<file path="src/rtl/tpq_pkg.sv">
// ----------------------------------------------------------------------------
// tpq_pkg: shared types for the two-level priority task queue
// Entry layout, command and status codes, and the ordering rule used by
// the sorting cells.
// ----------------------------------------------------------------------------
`default_nettype none

package tpq_pkg;

  typedef struct packed {
    logic [15:0]        handle;
    logic               crit;
    logic signed [15:0] prio;
  } entry_t;

  typedef enum logic [1:0] {
    CMD_SUBMIT = 2'd0,
    CMD_PLAN   = 2'd1,
    CMD_EXEC   = 2'd2
  } cmd_t;

  typedef enum logic [1:0] {
    ST_OK    = 2'd0,
    ST_EMPTY = 2'd1,
    ST_FULL  = 2'd2
  } status_t;

  // Row-wide control broadcast from the controller to every cell.
  typedef struct packed {
    logic load;   // append the new entry at the cell whose index is the count
    logic shift;  // every cell takes its right neighbor (head removal)
    logic sort;   // a transposition pass is running
    logic odd;    // pass parity: pairs start at odd cells
  } ctl_t;

  // True when a must be served strictly before b. Equal keys never swap,
  // which keeps the sort stable.
  function automatic logic goes_before(input entry_t a, input entry_t b);
    logic res;
    if (a.crit != b.crit) begin
      res = a.crit;
    end else begin
      res = (a.prio > b.prio);
    end
    return res;
  endfunction

endpackage

`default_nettype wire

</file>
<file path="src/rtl/tpq_ctrl.sv">
// ----------------------------------------------------------------------------
// tpq_ctrl: command decoder and sort sequencer
// Keeps the entry count, decodes each beat and runs count transposition
// passes over the cell row when a plan is needed.
// ----------------------------------------------------------------------------
`default_nettype none

module tpq_ctrl import tpq_pkg::*; #(
  parameter int DEPTH = 64,
  parameter int CW    = 7
) (
  input  wire logic          clk,
  input  wire logic          rst,
  input  wire logic          accept,
  input  wire logic [1:0]    cmd,
  input  wire logic          critical,
  output ctl_t               ctl,
  output logic [CW-1:0]      count,
  output logic [CW-1:0]      count_next,
  output status_t            res_status,
  output logic               busy
);

  typedef enum logic [1:0] {
    S_IDLE = 2'b01,
    S_SORT = 2'b10
  } state_t;

  localparam logic [CW-1:0] FULL = CW'(DEPTH);

  state_t        state;
  logic [CW-1:0] pass;
  logic          phase;
  logic          start;

  always_comb begin
    count_next = count;
    res_status = ST_OK;
    ctl.load   = 1'b0;
    ctl.shift  = 1'b0;
    ctl.sort   = (state == S_SORT);
    ctl.odd    = phase;
    start      = 1'b0;
    if (accept) begin
      unique case (cmd_t'(cmd))
        CMD_SUBMIT: begin
          if (count == FULL) begin
            res_status = ST_FULL;
          end else begin
            ctl.load   = 1'b1;
            count_next = count + CW'(1);
            // A critical submit plans once there are two or more entries.
            start      = critical && (count != '0);
          end
        end
        CMD_PLAN: begin
          start = (count >= CW'(2));
        end
        CMD_EXEC: begin
          if (count == '0) begin
            res_status = ST_EMPTY;
          end else begin
            ctl.shift  = 1'b1;
            count_next = count - CW'(1);
          end
        end
        default: begin
        end
      endcase
    end
  end

  assign busy = (state != S_IDLE);

  always_ff @(posedge clk) begin
    if (rst) begin
      state <= S_IDLE;
      count <= '0;
      pass  <= '0;
      phase <= 1'b0;
    end else begin
      count <= count_next;
      unique case (state)
        S_IDLE: begin
          if (start) begin
            state <= S_SORT;
            pass  <= '0;
            phase <= 1'b0;
          end
        end
        S_SORT: begin
          phase <= ~phase;
          pass  <= pass + CW'(1);
          // As many passes as entries fully sort the row.
          if (pass == count - CW'(1)) begin
            state <= S_IDLE;
          end
        end
        default: begin
          state <= S_IDLE;
        end
      endcase
    end
  end

endmodule

`default_nettype wire

</file>
<file path="config.mk">
export PLATFORM = sky130hd
export DESIGN_NAME = tpq_ctrl
export DESIGN_NICKNAME = d
export VERILOG_FILES = /design/src/rtl/tpq_pkg.sv /design/src/rtl/tpq_ctrl.sv
export SDC_FILE = /design/constraint.sdc
export NUM_CORES = 1
export LEC_CHECK = 0
export BUFFER_PORTS_ARGS = -buffer_cell sky130_fd_sc_hd__clkbuf_2
export CELL_PAD_IN_SITES_DETAIL_PLACEMENT = 1
export CELL_PAD_IN_SITES_GLOBAL_PLACEMENT = 1
export CORE_UTILIZATION = 39
export CTS_CLUSTER_DIAMETER = 60
export DETAILED_ROUTE_END_ITERATION = 10
export PLACE_DENSITY_LB_ADDON = 0.3
export SLEW_MARGIN = 20
export SYNTH_ARGS = -nofsm -noshare
export SYNTH_HDL_FRONTEND = slang
export SYNTH_SLANG_ARGS = --single-unit
</file>
<file path="constraint.sdc">
create_clock -name clk -period 2.2 [get_ports clk]
set_input_delay 0.11 -clock clk [delete_from_list [all_inputs] [get_ports clk]]
set_output_delay 0.11 -clock clk [all_outputs]
set_load 0.02 [all_outputs]
</file>
==> run summary <==
CLOCK TREE
----------------------------------------------------------------------------------------
Clock latency on the worst-skew pair                                             0.33 ns
Clock tree from TritonCTS                                                            yes
Total CTS buffers                                                                      3
H-tree level count                                                                     1
Clock transition at the registers of the reported paths                          0.12 ns
CTS Root Buffer Type                                                            clkbuf_4
Longest Clk Path Bufs                                                                  2
Total clock sinks                                                                     17

WORST SETUP PATH
----------------------------------------------------------------------------------------
Crit-path max cell delay                                                         0.47 ns
Worst path required time                                                         2.09 ns
FF-to-FF setup slack                                                            -0.01 ns
CP dominant cell by count                                                          buf_6
Cells along the critical path                                               inv_2 > ha_4 > or4b_4 > buf_6 > o31ai_4 > buf_6 > o32a_1 > o21ai_1 > buf_4
Crit-path max FO                                                                       3
Largest delay contributor family on the critical path                       buffers and inverters
Sum of buffers and inverters on the critical path                                      4
Critical path data arrival time                                                  2.35 ns
Launch point of the worst path                                                  count[1]
Cell with the biggest individual delay on the critical path                       or4b_4
Startpoint type of the worst setup path                                        flip-flop
Category of the most critical setup path                                    flip-flop to output pin
Endpoint class of the critical path                                           output pin
Launching point of the worst reg2reg path                                       count[1]

POWER AND IR DROP
----------------------------------------------------------------------------------------
Part of the total power dissipated in combinational logic                          0.409
Internal power                                                                  557.0 uW
Power density over the cells                                                496.9 nW/um^2
Switching power as a share of total power                                         0.3726
Clock network fraction of design power                                             0.228
Switching component of the power                                                330.8 uW
Peak supply drop                                                                274.6 uV
Static Leak                                                                 0.0007649 uW
Total design power                                                              887.8 uW
Relative contribution of sequential cells to total power                           0.362

TIMING
----------------------------------------------------------------------------------------
Post-route worst setup slack                                                  -0.2593 ns
Worst Clk Skew                                                               0.008341 ns
Slew at the pin closest to its max-slew limit                                  0.7358 ns
Post-layout min period                                                          2.459 ns
Worst-case hold slack                                                          0.1875 ns
Setup total negative slack                                                    -0.9597 ns
Total setup violations reported at the end of the flow                                 6
Relative slew margins                                                             0.5085
Number of slew-limit violations in the final report                                    0
Maximum clock frequency                                                       0.4066 GHz
Period utilization                                                                 1.118
Unrepaired setup endpoints after global routing                                      yes
Count of final hold-check violations                                                   0

FINISH
----------------------------------------------------------------------------------------
Share of cells above drive strength 1                                             0.3865
Post-route cell area                                                          1787 sq um
Ant diodes                                                                             0
Total area of multi-input combinational cells                                963.4 sq um
Count of nets after finishing                                                        218
Filler cell count                                                                    393
Register area                                                                342.8 sq um
Area added between synthesis and finish                                           38.64%

ROUTING
----------------------------------------------------------------------------------------
First DRT Iteration DRCs                                                             112
Per-cell routed wire length                                                 20.03 microns
Number of search-and-repair iterations in the first detailed-routing pass              4
Antenna-violating nets left                                                            0
DRC violations left                                                                    0
Via count                                                                          1,490
Total wire length after detailed routing                                    5028 microns
Mean number of vias per cell                                                       5.936

PLACEMENT
----------------------------------------------------------------------------------------
Post-DP HPWL                                                                3015 microns
RD Place Congestion                                                               0.9028
Port Buffers                                                                          26
Placed Area                                                                   1515 sq um

SYNTH
----------------------------------------------------------------------------------------
EDFF count, synth                                                                      0
Most common cell in the netlist                                                  dfxtp_1
Cell taking the most area after synthesis                                        dfxtp_1
Dominant register cell in the synthesized netlist                                dfxtp_1
Share of Yosys cell area claimed by the top area cell type                        0.2641
Commonest cells in the netlist                                              dfxtp_1 (17), nor2_1 (12), a21oi_1 (9), nand3_1 (9), nor3_1 (9)
Synth unique cells                                                                    48
Largest cells by area after synthesis                                       dfxtp_1 (26%), xor2_1 (5.4%), xnor2_1 (4.1%), ha_1 (3.9%), a21oi_1 (3.5%)
Register bit total from synthesis                                                     17
Asr flop ratio synth                                                                   0
Mapped cell area                                                              1289 sq um
Post-synthesis average cell area                                             7.811 sq um
Number of nets in the synthesized netlist                                            175
Sequential share of the synthesized area                                          0.2641
Total number of yosys warnings                                                         0
Gate Count Post-Synth                                                                165

GRT
----------------------------------------------------------------------------------------
Vias in the first global route                                                     1,484
Antenna violations before repair                                                       0
First-pass GRT wire length                                                  7403 microns
Combined global-route utilization of all metal layers                             0.2866
Maximum number of pins on one net before global-route repair                          22
Global-route congestion overflow total                                                 0

FLOORPLANNING
----------------------------------------------------------------------------------------
I/O pin cnt                                                                           27
Site Rows                                                                             20
Placeable core region                                                         3103 sq um
Starting density of the core                                                      0.4153
Horizontal extent of the die                                                59.49 microns
Y dimension of the die                                                      59.49 microns
DIE AREA                                                                      3538 sq um

RUN
----------------------------------------------------------------------------------------
Max-cap violation count                                                                0

OUTCOME
----------------------------------------------------------------------------------------
Failing checks                                                              setup timing
Status                                                                      complete, but fails checks

MIN PATH
----------------------------------------------------------------------------------------
Min-Delay Startpoint                                                              accept
Worst min-delay path class                                                  primary input to flip-flop

## worst reg2reg max path, stage by stage (launching register included)
cell and delay [ns]:
dfxtp_2 0.35, inv_2 0.07, ha_4 0.14, or3b_4 0.40, buf_6 0.14, o311a_4 0.31
o2111ai_4 0.30, nand2_2 0.14, a311oi_2 0.28
## power by group through the flow
stage | Combinational [uW] | Sequential [uW] | Clock, uW
after floorplan | 159 | 336 | 0
after global placement | 241 | 327 | 0
after detailed placement | 249 | 328 | 0
after CTS | 304 | 321 | 198
after global routing | 382 | 322 | 220
final | 363 | 322 | 203
## flip-flops by register name, summed over array words and instances, names as in the netlist
| signal | count |
|---|---|
| phase | 1 |
| state | 2 |
| pass | 7 |
| count | 7 |
## final cells by class
cell class                 instances  share of cell area
clock buffer                       3             0.01261
clock inverter                     1            0.004202
inverter                          10             0.02101
multi-input combinational        126              0.5392
sequential                        17              0.1919
tap                               44             0.03081
timing repair buffer              50              0.2003
## cell usage in the layout, fill, tap and decap left out, types with 3 or more instances in the layout
cell type  count
inv_1          6
o21ai_1        6
xnor2_1        5
ha_1           3
nor2_1        12
nand2_1        6
nor2b_1        6
nand2b_1       5
dfxtp_1       15
nand3_1        9
xor2_1         8
inv_2          3
o21ai_0        6
buf_6          5
a21oi_1        8
buf_4         23
clkbuf_4       3
clkbuf_2      19
nor3_1         9
## final timing paths
check / to / depth (start not counted)
setup / recovery: count_next[5] / 9
hold / removal: state[1] / 3
setup reg to reg: pass[3] / 8
hold reg to reg: phase / 2
## metrics by stage
step                      cells  utilization  setup WS (ns)
after floorplan             165            -        0.01100
after global placement      234       0.4883        0.09730
after detailed placement    234       0.4883        0.03831
after CTS                   249       0.5496        -0.2513
after global routing        251       0.5758        -0.3358
final                       251       0.5758        -0.2593
## cells by family after synthesis
kind of cell             Yosys count  synth area share
AO/OA/AOI/OAI                     46            0.2631
XOR/XNOR                          14           0.09515
adder cells (fa/ha/maj)            4           0.03884
buffers and inverters             22           0.07573
flip-flops                        17            0.2641
AND/OR/NAND/NOR                   62            0.2631
## timing repair
action / in CTS / in global routing
hold buffers: 0 / 0
gates cloned: 0 / 0
pin swaps: 7 / 10
buffers inserted: 11 / 7
gates resized for setup: 16 / 20
endpoints found under the setup margin: 8 / 17
## layer usage
metal,track usage,routed length (microns),vias to the layer above
li1,-,-,678
met1,0.3118,2062,743
met2,0.4960,2553,52
met3,0.06769,206,17
met4,0.1803,206,0
met5,0,0,-
Power figures use the tool's default switching activity.
