<file path="config.mk">
export PLATFORM = sky130hd
export DESIGN_NAME = tpq_cell
export DESIGN_NICKNAME = d
export VERILOG_FILES = /design/src/rtl/tpq_pkg.sv /design/src/rtl/tpq_cell.sv
export SDC_FILE = /design/constraint.sdc
export NUM_CORES = 1
export LEC_CHECK = 0
export ABC_AREA = 1
export BUFFER_PORTS_ARGS = -buffer_cell sky130_fd_sc_hd__buf_2
export CORE_AREA = 5 5 83 85
export DETAILED_ROUTE_END_ITERATION = 7
export DIE_AREA = 0 0 88 90
export PLACE_DENSITY = 0.79
export SLEW_MARGIN = 5
export SYNTH_ARGS = -nofsm -noshare
export SYNTH_HDL_FRONTEND = slang
export SYNTH_SLANG_ARGS = --single-unit
</file>
<file path="constraint.sdc">
create_clock -name clk -period 3.35 [get_ports clk]
set_input_delay 0.335 -clock clk [delete_from_list [all_inputs] [get_ports clk]]
set_output_delay 0.335 -clock clk [all_outputs]
set_load 0.005 [all_outputs]
</file>
<file path="src/rtl/tpq_pkg.sv">
// ----------------------------------------------------------------------------
// tpq_pkg: shared types for the two-level priority task queue
// Entry layout, command and status codes, and the ordering rule used by
// the sorting cells.
// ----------------------------------------------------------------------------
`default_nettype none

package tpq_pkg;

  typedef struct packed {
    logic [15:0]        handle;
    logic               crit;
    logic signed [15:0] prio;
  } entry_t;

  typedef enum logic [1:0] {
    CMD_SUBMIT = 2'd0,
    CMD_PLAN   = 2'd1,
    CMD_EXEC   = 2'd2
  } cmd_t;

  typedef enum logic [1:0] {
    ST_OK    = 2'd0,
    ST_EMPTY = 2'd1,
    ST_FULL  = 2'd2
  } status_t;

  // Row-wide control broadcast from the controller to every cell.
  typedef struct packed {
    logic load;   // append the new entry at the cell whose index is the count
    logic shift;  // every cell takes its right neighbor (head removal)
    logic sort;   // a transposition pass is running
    logic odd;    // pass parity: pairs start at odd cells
  } ctl_t;

  // True when a must be served strictly before b. Equal keys never swap,
  // which keeps the sort stable.
  function automatic logic goes_before(input entry_t a, input entry_t b);
    logic res;
    if (a.crit != b.crit) begin
      res = a.crit;
    end else begin
      res = (a.prio > b.prio);
    end
    return res;
  endfunction

endpackage

`default_nettype wire

</file>
<file path="src/rtl/tpq_cell.sv">
// ----------------------------------------------------------------------------
// tpq_cell: one slot of the queue
// Holds one entry. Loads a new entry, shifts toward the head, or swaps
// with a neighbor during an odd-even transposition pass.
// ----------------------------------------------------------------------------
`default_nettype none

module tpq_cell import tpq_pkg::*; #(
  parameter int IDX = 0,
  parameter int CW  = 7
) (
  input  wire logic          clk,
  input  wire ctl_t          ctl,
  input  wire logic [CW-1:0] count,
  input  wire entry_t        din,
  input  wire entry_t        left_ent,
  input  wire entry_t        right_ent,
  input  wire logic          swap_left,
  output logic               swap_right,
  output entry_t             ent
);

  localparam logic [CW-1:0] MY_IDX   = CW'(IDX);
  localparam logic [CW-1:0] NEXT_IDX = CW'(IDX + 1);
  localparam logic          MY_PAR   = 1'(IDX % 2);

  entry_t ent_next;

  // This cell owns the pair (IDX, IDX+1) on passes of its parity.
  assign swap_right = ctl.sort && (ctl.odd == MY_PAR) && (NEXT_IDX < count) &&
                      goes_before(right_ent, ent);

  always_comb begin
    ent_next = ent;
    if (ctl.load && (count == MY_IDX)) begin
      ent_next = din;
    end else if (ctl.shift || swap_right) begin
      ent_next = right_ent;
    end else if (swap_left) begin
      ent_next = left_ent;
    end
  end

  always_ff @(posedge clk) begin
    ent <= ent_next;
  end

endmodule

`default_nettype wire

</file>
==> results of run 1 <==
-- area by class of cell --
class,instances,area [sq um]
well taps,77,96.3
inverters,94,353
repair buffers,149,768
multi-input cells,230,1190
clock buffers,5,68.8
flip-flops and latches,33,991
fillers,610,2650
clock inverters,3,12.5
-- power by group --
group	leakage, nW	switching, mW	internal (mW)	total [mW]
clock	0.0430	0.142	0.140	0.282
sequential	0.331	0.0196	0.516	0.536
combinational	1.73	0.194	0.161	0.355
total	2.10	0.356	0.817	1.17
-- cells in the final DEF, fill, tap and decap left out, types with 2 or more instances in the layout --
master    count
nand2_2      11
a21oi_1       7
buf_2       145
nand3_2       2
nand2_4       2
inv_1        90
clkbuf_8      5
inv_2         2
nor2_1        7
buf_4         3
nand2_1     109
ha_1         16
nand3_1      68
edfxtp_1     33
clkinv_1      4
-- layer usage --
metal  vias to the layer above  wire (um)
li1                       1425          -
met4                         0        108
met5                         -          0
met3                        11        671
met1                      1255       3100
met2                       119       3810
-- Yosys cell counts, drive strengths merged --
master and number:
o21ai 1, nand3 70, clkbuf 3, nor3b 1, nand3b 1, a21o 1, ha 16, inv 92
nand4 1, nor2 8, clkinv 2, a21oi 7, nor3 1, edfxtp 33, buf 12, nand2 122
nor4 1
-- worst min-delay path by stage --
stage / startpoint / end / slack, ns / cells after the start
detailed placement: din[19] / ent[19]$_DFFE_PP_ / 0.61 / 3
finish: din[5] / ent[5]$_DFFE_PP_ / 0.33 / 3
CTS: din[22] / ent[22]$_DFFE_PP_ / 0.32 / 3
floorplan: din[10] / ent[10]$_DFFE_PP_ / 0.52 / 2
global route: din[30] / ent[30]$_DFFE_PP_ / 0.33 / 3
global placement: din[2] / ent[2]$_DFFE_PP_ / 0.61 / 3
-- tightest hold or removal path: cells and delay by family --
kind,cells,cell delay [ns]
buf+inv,1,0.08
simple gates,2,0.09
-- kinds of logic (layout without fill, tap and decap cells) --
kind of cell / count (synthesis) / count (layout) / synth area share
AND/OR/NAND/NOR: 205 / 205 / 0.357
flip-flops: 33 / 33 / 0.377
buffers and inverters: 109 / 251 / 0.172
adder cells (fa/ha/maj): 16 / 16 / 0.0762
AO/OA/AOI/OAI: 9 / 9 / 0.0181
==> flow_metrics.py, run 1 <==
metrics = {
    "die": {
        "dieArea_sq_um": 7920,
        "rows": 29,
        "initial_core_util": 0.428,
        "die_h_um": 90,
        "core_area_sq_um": 6130,
        "ios": 146,
        "fp.dieW_um": 88,
    },
    "clocking": {
        "cts_tree": "built",
        "root_buffer": "clkbuf_8",
        "cts_buffers": 5,
        "cts_max_path_buffers": 2,
        "cts_hold_buf": 0,
        "cts.sinks": 33,
        "clk_latency_ns": 0.28,
        "htreeDepth": 2,
        "post_cts_buffers": 0,
        "cts.repair.resized": 0,
        "cts.clk_slew.worst_paths_ns": 0.07,
    },
    "place": {
        "placed_area_sq_um": 3400,
        "routabilityCongestion": 0.803,
        "placed_cells": 583,
        "dp_slack_ns": 0.642,
        "dp_hpwl_um": 5900,
        "portBuffers": 145,
    },
    "setup_path": {
        "crit_end": "swap_right",
        "cpMaxStageDelayCell": "edfxtp_1",
        "crit_path_end_kind": "output pin",
        "start_kind": "flip-flop",
        "critPathKind": "flip-flop to output pin",
        "r2r_end": "ent[14]$_DFFE_PP_",
        "r2r_slack_ns": 0.71,
        "crit_chain": "inv_1 -> ha_1 -> a21oi_1 -> o21ai_1 -> a21oi_1 -> nand3_1 -> nand3_2 -> nand2_2 -> nand2_4 -> buf_4 -> inv_1 -> buf_2",
        "worst-path-buf-inv": 4,
        "regToRegStartpoint": "ent[15]$_DFFE_PP_",
        "max_stage_delay_ns": 0.38,
        "startpoint": "ent[15]$_DFFE_PP_",
        "crit_arrival_ns": 2.44,
        "path_depth": 12,
        "reg2reg_depth": 11,
        "cp.required_ns": 3.01,
        "crit_path_max_fanout": 21,
        "path_delay_family": "buffers and inverters",
    },
    "timing": {
        "hold_slack_ns": 0.326,
        "relSlewSlack": 0.592,
        "grt_setup_unrepaired": "false",
        "max_freq_ghz": 0.361,
        "fin_crit_ns": 2.77,
        "worst-slew-pin-transition_ns": 0.611,
        "report.final.slew_viol_count": 0,
        "setup_viol": 0,
        "worst_slack_ns": 0.578,
        "hold_viol": 0,
        "finalCritPeriodShare": 0.828,
        "skew_ns": 0.0105,
        "finalSetupTns_ns": 0,
    },
    "yosys": {
        "avgSynthCellArea_sq_um": 7.06,
        "yosysWarningCount": 0,
        "synth_area_leaders": "edfxtp_1 (38%), nand2_1 (16%), nand3_1 (13%), inv_1 (13%), ha_1 (7.6%)",
        "ys_ff_latch": 33,
        "yosysTopAreaCell": "edfxtp_1",
        "synth_top_area_share": 0.377,
        "synthDistinctLibCells": 24,
        "seq_area_frac_synth": 0.377,
        "syn-num-nets": 500,
        "syn_area_sq_um": 2630,
        "postSynthCellCount": 372,
    },
    "global_routing": {
        "first_global_vias": 2808,
        "grt_overflow": 0,
        "busiest_layer": "met2",
        "grt_pass1_wl_um": 12400,
        "antenna_found_initial": 0,
        "use_met3": 0.0347,
        "grtUsageTotal": 0.194,
        "grt_use_met1": 0.239,
        "grt_max_degree": 35,
        "use_met2": 0.334,
    },
    "detailed_routing": {
        "drt-vias-per-instance": 4.75,
        "drt_iter0_markers": 159,
        "firstDrtPassIters": 4,
        "postRouteAntennaNets": 0,
        "drc_errors": 0,
        "wl_per_cell_um": 13.0,
        "routed_wl_um": 7680,
        "num_vias": 2810,
    },
    "cells_and_area": {
        "top_regs": "ent: 33 flops",
        "layout.nets": 641,
        "final_util": 0.567,
        "largest_register_ffs": 33,
        "stdcell_area_sq_um": 3480,
        "drive_above_1_share": 0.340,
        "layout.cells.non_filler": 591,
        "areaGrowthSynthToFinish_pct": 32.5,
        "num_antenna_cells": 0,
        "regMostFlops": "ent",
    },
    "pwr": {
        "powerDensity_nw_per_um2": 337,
        "power_leakage_nw": 2.10,
        "finalPower_mw": 1.17,
        "peakVddDrop_mv": 0.155,
    },
    "run_status": {
        "status": "complete, no violations",
    },
    "min_path": {
        "worstHoldPathType": "primary input to flip-flop",
    },
    "flow_run": {
        "drv_cap": 0,
    },
}
Note: power is estimated with default switching activity, not from simulation.
==> run 2, diff against run 1 <==
ABC_AREA = 0   (was 1)
CORE_AREA = 5 5 81 83   (was 5 5 83 85)
DIE_AREA = 0 0 86 88   (was 0 0 88 90)
clock period = 2.7 ns   (was 3.35 ns; I/O delays follow)
==> run 2 against run 1 <==
  * Die area shrank 4.4%
  * Power rose by 33%
  * Register-to-register slack got worse by 0.51 ns
  * Critical endpoint unchanged
  * Largest power group unchanged
  * Highest routed layer is now met5
==> flow_metrics.py, run 2 <==
metrics = {
    "setup_path": {
        "crit_path_end_kind": "output pin",
        "cpMaxStageDelayCell": "edfxtp_1",
        "crit_path_max_fanout": 3,
        "cp.required_ns": 2.43,
        "r2r_slack_ns": 0.20,
        "r2r_end": "ent[0]$_DFFE_PP_",
        "start_kind": "flip-flop",
        "max_stage_delay_ns": 0.35,
        "regToRegStartpoint": "ent[15]$_DFFE_PP_",
        "critPathKind": "flip-flop to output pin",
        "startpoint": "ent[15]$_DFFE_PP_",
        "crit_chain": "inv_1 -> ha_1 -> nand4_1 -> buf_4 -> nor3_1 -> nor3_1 -> or3_4 -> a21o_1 -> a21oi_1 -> buf_2",
        "crit_arrival_ns": 2.30,
        "reg2reg_depth": 9,
        "cp_common_cell": "nor3_1",
    },
    "clocking": {
        "cts_buffers": 5,
        "cts_tree": "built",
        "root_buffer": "clkbuf_8",
        "cts.clk_slew.worst_paths_ns": 0.06,
        "htreeDepth": 2,
        "cts_max_path_buffers": 2,
        "clk_latency_ns": 0.28,
        "cts.sinks": 33,
        "cts.repair.resized": 0,
        "post_cts_buffers": 0,
        "cts_hold_buf": 0,
    },
    "die": {
        "ios": 146,
        "core_area_sq_um": 5780,
        "fp.dieW_um": 86,
        "die_h_um": 88,
        "rows": 28,
        "initial_core_util": 0.420,
        "dieArea_sq_um": 7570,
    },
    "detailed_routing": {
        "drt_iter0_markers": 280,
        "routed_wl_um": 7400,
        "wl_per_cell_um": 16.6,
        "drc_errors": 0,
        "drt-vias-per-instance": 5.76,
        "firstDrtPassIters": 8,
        "postRouteAntennaNets": 0,
        "num_vias": 2570,
    },
    "timing": {
        "finalCritPeriodShare": 0.951,
        "finalSetupTns_ns": 0,
        "grt_setup_unrepaired": "false",
        "skew_ns": 0.00236,
        "report.final.slew_viol_count": 0,
        "hold_viol": 0,
        "relSlewSlack": 0.590,
        "worst-slew-pin-transition_ns": 0.614,
        "fin_crit_ns": 2.57,
        "max_freq_ghz": 0.390,
        "setup_viol": 0,
    },
    "cells_and_area": {
        "n_fill_cell": 527,
        "layout.cells.non_filler": 446,
        "largest_register_ffs": 33,
        "num_antenna_cells": 0,
        "mostFrequentLayoutCells": "buf_2 (145), a21oi_1 (38), a222oi_1 (33), mux2i_1 (33), edfxtp_1 (33)",
        "top_regs": "ent: 33 flops",
        "layout.nets": 498,
        "regMostFlops": "ent",
        "layout_commonest_cell": "buf_2",
        "drive_above_1_share": 0.464,
        "areaGrowthSynthToFinish_pct": 39.0,
    },
    "global_routing": {
        "grt_overflow": 0,
        "grt_pass1_wl_um": 11700,
        "grt_max_degree": 67,
        "antenna_found_initial": 1,
        "first_global_vias": 2618,
        "grtUsageTotal": 0.193,
    },
    "min_path": {
        "hp-start": "right_ent[21]",
        "holdPathEnd": "ent[21]$_DFFE_PP_",
        "min_delay_path_depth": 3,
        "worstHoldPathType": "primary input to flip-flop",
    },
    "yosys": {
        "synth_area_leaders": "edfxtp_1 (41%), a222oi_1 (14%), mux2i_1 (14%), ha_1 (8.2%), a21oi_1 (7.8%)",
        "ys_async_sr_fraction": 0,
        "synth_common_cells": "a21oi_1 (38), a222oi_1 (33), edfxtp_1 (33), mux2i_1 (33), inv_1 (19)",
        "yosysMostFrequentCell": "a21oi_1",
        "yosysWarningCount": 0,
        "synth_edf_count": 33,
        "seq_area_frac_synth": 0.408,
        "postSynthCellCount": 224,
        "ys_ff_latch": 33,
        "yosysTopAreaCell": "edfxtp_1",
        "avgSynthCellArea_sq_um": 10.8,
        "synthDistinctLibCells": 33,
        "ys.flop_type": "edfxtp_1",
        "syn_area_sq_um": 2430,
        "synth_top_area_share": 0.408,
        "syn-num-nets": 352,
    },
    "flow_run": {
        "drv_cap": 0,
    },
    "pwr": {
        "finalPower_mw": 1.56,
        "peakVddDrop_mv": 0.221,
        "powerDensity_nw_per_um2": 463,
        "power_leakage_nw": 1.52,
    },
    "place": {
        "dp_hpwl_um": 5860,
        "portBuffers": 145,
        "placed_cells": 438,
        "routabilityCongestion": 0.806,
    },
    "run_status": {
        "status": "complete, no violations",
    },
}
-- run 2: area by class of cell --
class	instances	area (sq um)	area share
inverter	19	71.3	0.0211
clock buffer	6	72.6	0.0215
tap	75	93.8	0.0278
clock inverter	2	10.0	0.00296
sequential	33	991	0.293
multi-input combinational	156	1330	0.392
timing repair buffer	155	813	0.241
-- run 2: critical path, delay by kind of cell, from the launching register on --
kind | cells | cell delay (ns)
AOI/OAI and AO/OA | 2 | 0.30
buffers and inverters | 3 | 0.35
adders and majority gates | 1 | 0.30
and+or+nand+nor | 4 | 0.73
DFF | 1 | 0.35
-- run 2: through the flow --
step / setup WS, ns / hold slack, ns / util / cell area, sq um
6_report: 0.134 / 0.353 / 0.584 / 3380
5_1_grt: 0.0130 / 0.358 / 0.584 / 3380
4_1_cts: 0.0717 / 0.336 / 0.582 / 3370
3_5_place_dp: 0.137 / 0.632 / 0.568 / 3280
3_3_place_gp: 0.210 / 0.631 / 0.568 / 3280
2_1_floorplan: 0.00536 / 0.517 / - / 2430
-- run 2: how the worst max path moves through the flow --
stage | slack, ns | end | cells after the start
CTS | 0.07 | swap_right | 9
global placement | 0.21 | ent[22]$_DFFE_PP_ | 9
detailed placement | 0.14 | ent[29]$_DFFE_PP_ | 9
global route | 0.01 | swap_right | 10
finish | 0.13 | swap_right | 10
floorplan | 0.005 | ent[0]$_DFFE_PP_ | 8
-- run 2: power breakdown --
part	internal [mW]	total, mW	leakage, nW	switching (mW)
sequential	0.661	0.689	0.345	0.0279
combinational	0.264	0.525	1.13	0.261
clock	0.178	0.350	0.0450	0.171
total	1.10	1.56	1.52	0.460
-- run 2: cells by family after synthesis --
logic type / share of synthesized area
buffers and inverters: 0.0592
DFF: 0.408
AOI/OAI and AO/OA: 0.246
muxes: 0.136
and+or+nand+nor: 0.0690
adders and majority gates: 0.0824
-- run 2: layer usage --
metal	vias to the layer above	part of all wire	track usage	routed length, um
met2	131	0.50	0.345	3740
li1	1224	-	-	-
met3	16	0.10	0.0630	767
met1	1197	0.37	0.212	2730
met4	2	0.020	0.0705	150
met5	-	0.0022	0	16
==> run 3, diff against run 2 <==
CORE_AREA = 5 5 84 86   (was 5 5 81 83)
DIE_AREA = 0 0 89 91   (was 0 0 86 88)
PLACE_DENSITY = 0.74   (was 0.79)
==> run 3 against run 2 <==
  * Critical path depth did not move
  * Via count fell by 0.86%
  * Critical path type unchanged
  * Sequential power about the same
  * Fmax is 0.23% lower
  * Power increased by 0.49%
  * Die area grew 7.0%
  * Clock power grew 1%
  * Critical endpoint unchanged
  * Clock skew up 0.0067 ns
==> flow_metrics.py, run 3 (synthesis gave the netlist of run 2 again) <==
metrics = {
    "setup_path": {
        "cp.required_ns": 2.43,
        "startpoint": "ent[14]$_DFFE_PP_",
        "crit_end": "swap_right",
        "r2r_end": "ent[19]$_DFFE_PP_",
        "crit_arrival_ns": 2.30,
        "regToRegStartpoint": "ent[14]$_DFFE_PP_",
        "critPathKind": "flip-flop to output pin",
        "r2r_slack_ns": 0.19,
        "crit_path_end_kind": "output pin",
        "start_kind": "flip-flop",
        "reg2reg_depth": 10,
        "crit_path_max_fanout": 3,
    },
    "cells_and_area": {
        "mostFrequentLayoutCells": "buf_2 (145), a21oi_1 (37), a222oi_1 (33), mux2i_1 (33), edfxtp_1 (33)",
        "top_regs": "ent: 33 flops",
        "n_fill_cell": 548,
        "register_area_sq_um": 991,
        "multiInputGateArea_sq_um": 1360,
        "stdcell_area_sq_um": 3420,
        "areaGrowthSynthToFinish_pct": 40.9,
        "layout.nets": 499,
        "largest_register_ffs": 33,
        "regMostFlops": "ent",
        "drive_above_1_share": 0.478,
        "layout_commonest_cell": "buf_2",
        "num_antenna_cells": 0,
    },
    "pwr": {
        "peakVddDrop_mv": 0.242,
        "power_leakage_nw": 1.52,
        "finalPower_mw": 1.57,
        "powerDensity_nw_per_um2": 459,
    },
    "timing": {
        "setup_viol": 0,
        "skew_ns": 0.00903,
        "relSlewSlack": 0.684,
        "worst-slew-pin-transition_ns": 0.475,
        "max_freq_ghz": 0.389,
        "report.final.slew_viol_count": 0,
        "finalSetupTns_ns": 0,
        "finalCritPeriodShare": 0.953,
        "hold_slack_ns": 0.352,
        "fin_crit_ns": 2.57,
        "hold_viol": 0,
    },
    "place": {
        "portBuffers": 145,
        "placed_area_sq_um": 3290,
        "routabilityCongestion": 0.785,
        "dp_hpwl_um": 5720,
    },
    "clocking": {
        "htreeDepth": 2,
        "clk_latency_ns": 0.28,
        "cts.sinks": 33,
        "root_buffer": "clkbuf_8",
        "cts.clk_slew.worst_paths_ns": 0.07,
        "cts_buffers": 5,
        "cts_tree": "built",
        "cts_max_path_buffers": 2,
        "cts_hold_buf": 0,
    },
    "global_routing": {
        "grt_pass1_wl_um": 11000,
        "grtUsageTotal": 0.172,
        "grt_max_degree": 51,
        "grt_overflow": 0,
        "antenna_found_initial": 0,
        "first_global_vias": 2389,
    },
    "die": {
        "ios": 146,
        "initial_core_util": 0.392,
        "die_h_um": 91,
        "fp.dieW_um": 89,
        "rows": 29,
        "dieArea_sq_um": 8100,
        "core_area_sq_um": 6200,
    },
    "detailed_routing": {
        "drt_iter0_markers": 262,
        "wl_per_cell_um": 16.5,
        "routed.top_layer": "met4",
        "firstDrtPassIters": 5,
        "postRouteAntennaNets": 0,
        "wl_met1_um": 2780,
        "met2_length_um": 3620,
        "drc_errors": 0,
        "drt-vias-per-instance": 5.67,
        "num_vias": 2548,
        "routed_wl_um": 7400,
        "dr_wl_met3_um": 807,
    },
    "min_path": {
        "worstHoldPathType": "primary input to flip-flop",
        "min_delay_path_depth": 3,
    },
    "flow_run": {
        "drv_cap": 0,
    },
    "run_status": {
        "status": "complete, no violations",
    },
}
[run 3: layout make-up]
type	instances	share of cell area
Sequential cell	33	0.289
Tap cell	77	0.0281
Multi-Input combinational cell	156	0.398
Timing Repair Buffer	156	0.240
Clock inverter	2	0.00292
Clock buffer	6	0.0212
Inverter	19	0.0208
[run 3: worst min-delay path by stage]
stage | from | endpoint
2_1_floorplan | right_ent[0] | ent[0]$_DFFE_PP_
3_3_place_gp | right_ent[25] | ent[25]$_DFFE_PP_
3_5_place_dp | right_ent[28] | ent[28]$_DFFE_PP_
4_1_cts | right_ent[28] | ent[28]$_DFFE_PP_
5_1_grt | right_ent[23] | ent[23]$_DFFE_PP_
6_report | right_ent[28] | ent[28]$_DFFE_PP_
[run 3: metal layers]
metal	vias to the layer above	global-route usage
met5	-	0
met4	0	0.0682
met3	15	0.0452
met2	141	0.298
met1	1165	0.197
li1	1227	-
[run 3: critical path, stage by stage, from the launching register on]
cell and delay, ns:
edfxtp_1 0.35, inv_1 0.07, ha_4 0.27, nand4_1 0.14
buf_4 0.18, nor3_2 0.18, nor3_1 0.06, or3_4 0.35
a21o_1 0.18, a21oi_2 0.12, buf_2 0.13
[run 3: report_power, final]
| part | total (mW) | internal (mW) | switching (mW) |
|---|---|---|---|
| Sequential | 0.688 | 0.661 | 0.0277 |
| Clock | 0.354 | 0.178 | 0.175 |
| Combinational | 0.529 | 0.267 | 0.262 |
[run 3: repair_timing]
action / in CTS / in global routing
endpoints found under the setup margin: 0 / 49
setup buffers: 0 / 0
gates resized for setup: 0 / 7
[run 3: stage by stage]
step	setup WS, ns	util	std cells
2_1_floorplan	0.00536	-	224
5_1_grt	-0.0131	0.552	449
3_3_place_gp	0.191	0.531	441
4_1_cts	0.0120	0.544	449
6_report	0.128	0.552	449
3_5_place_dp	0.0146	0.531	441
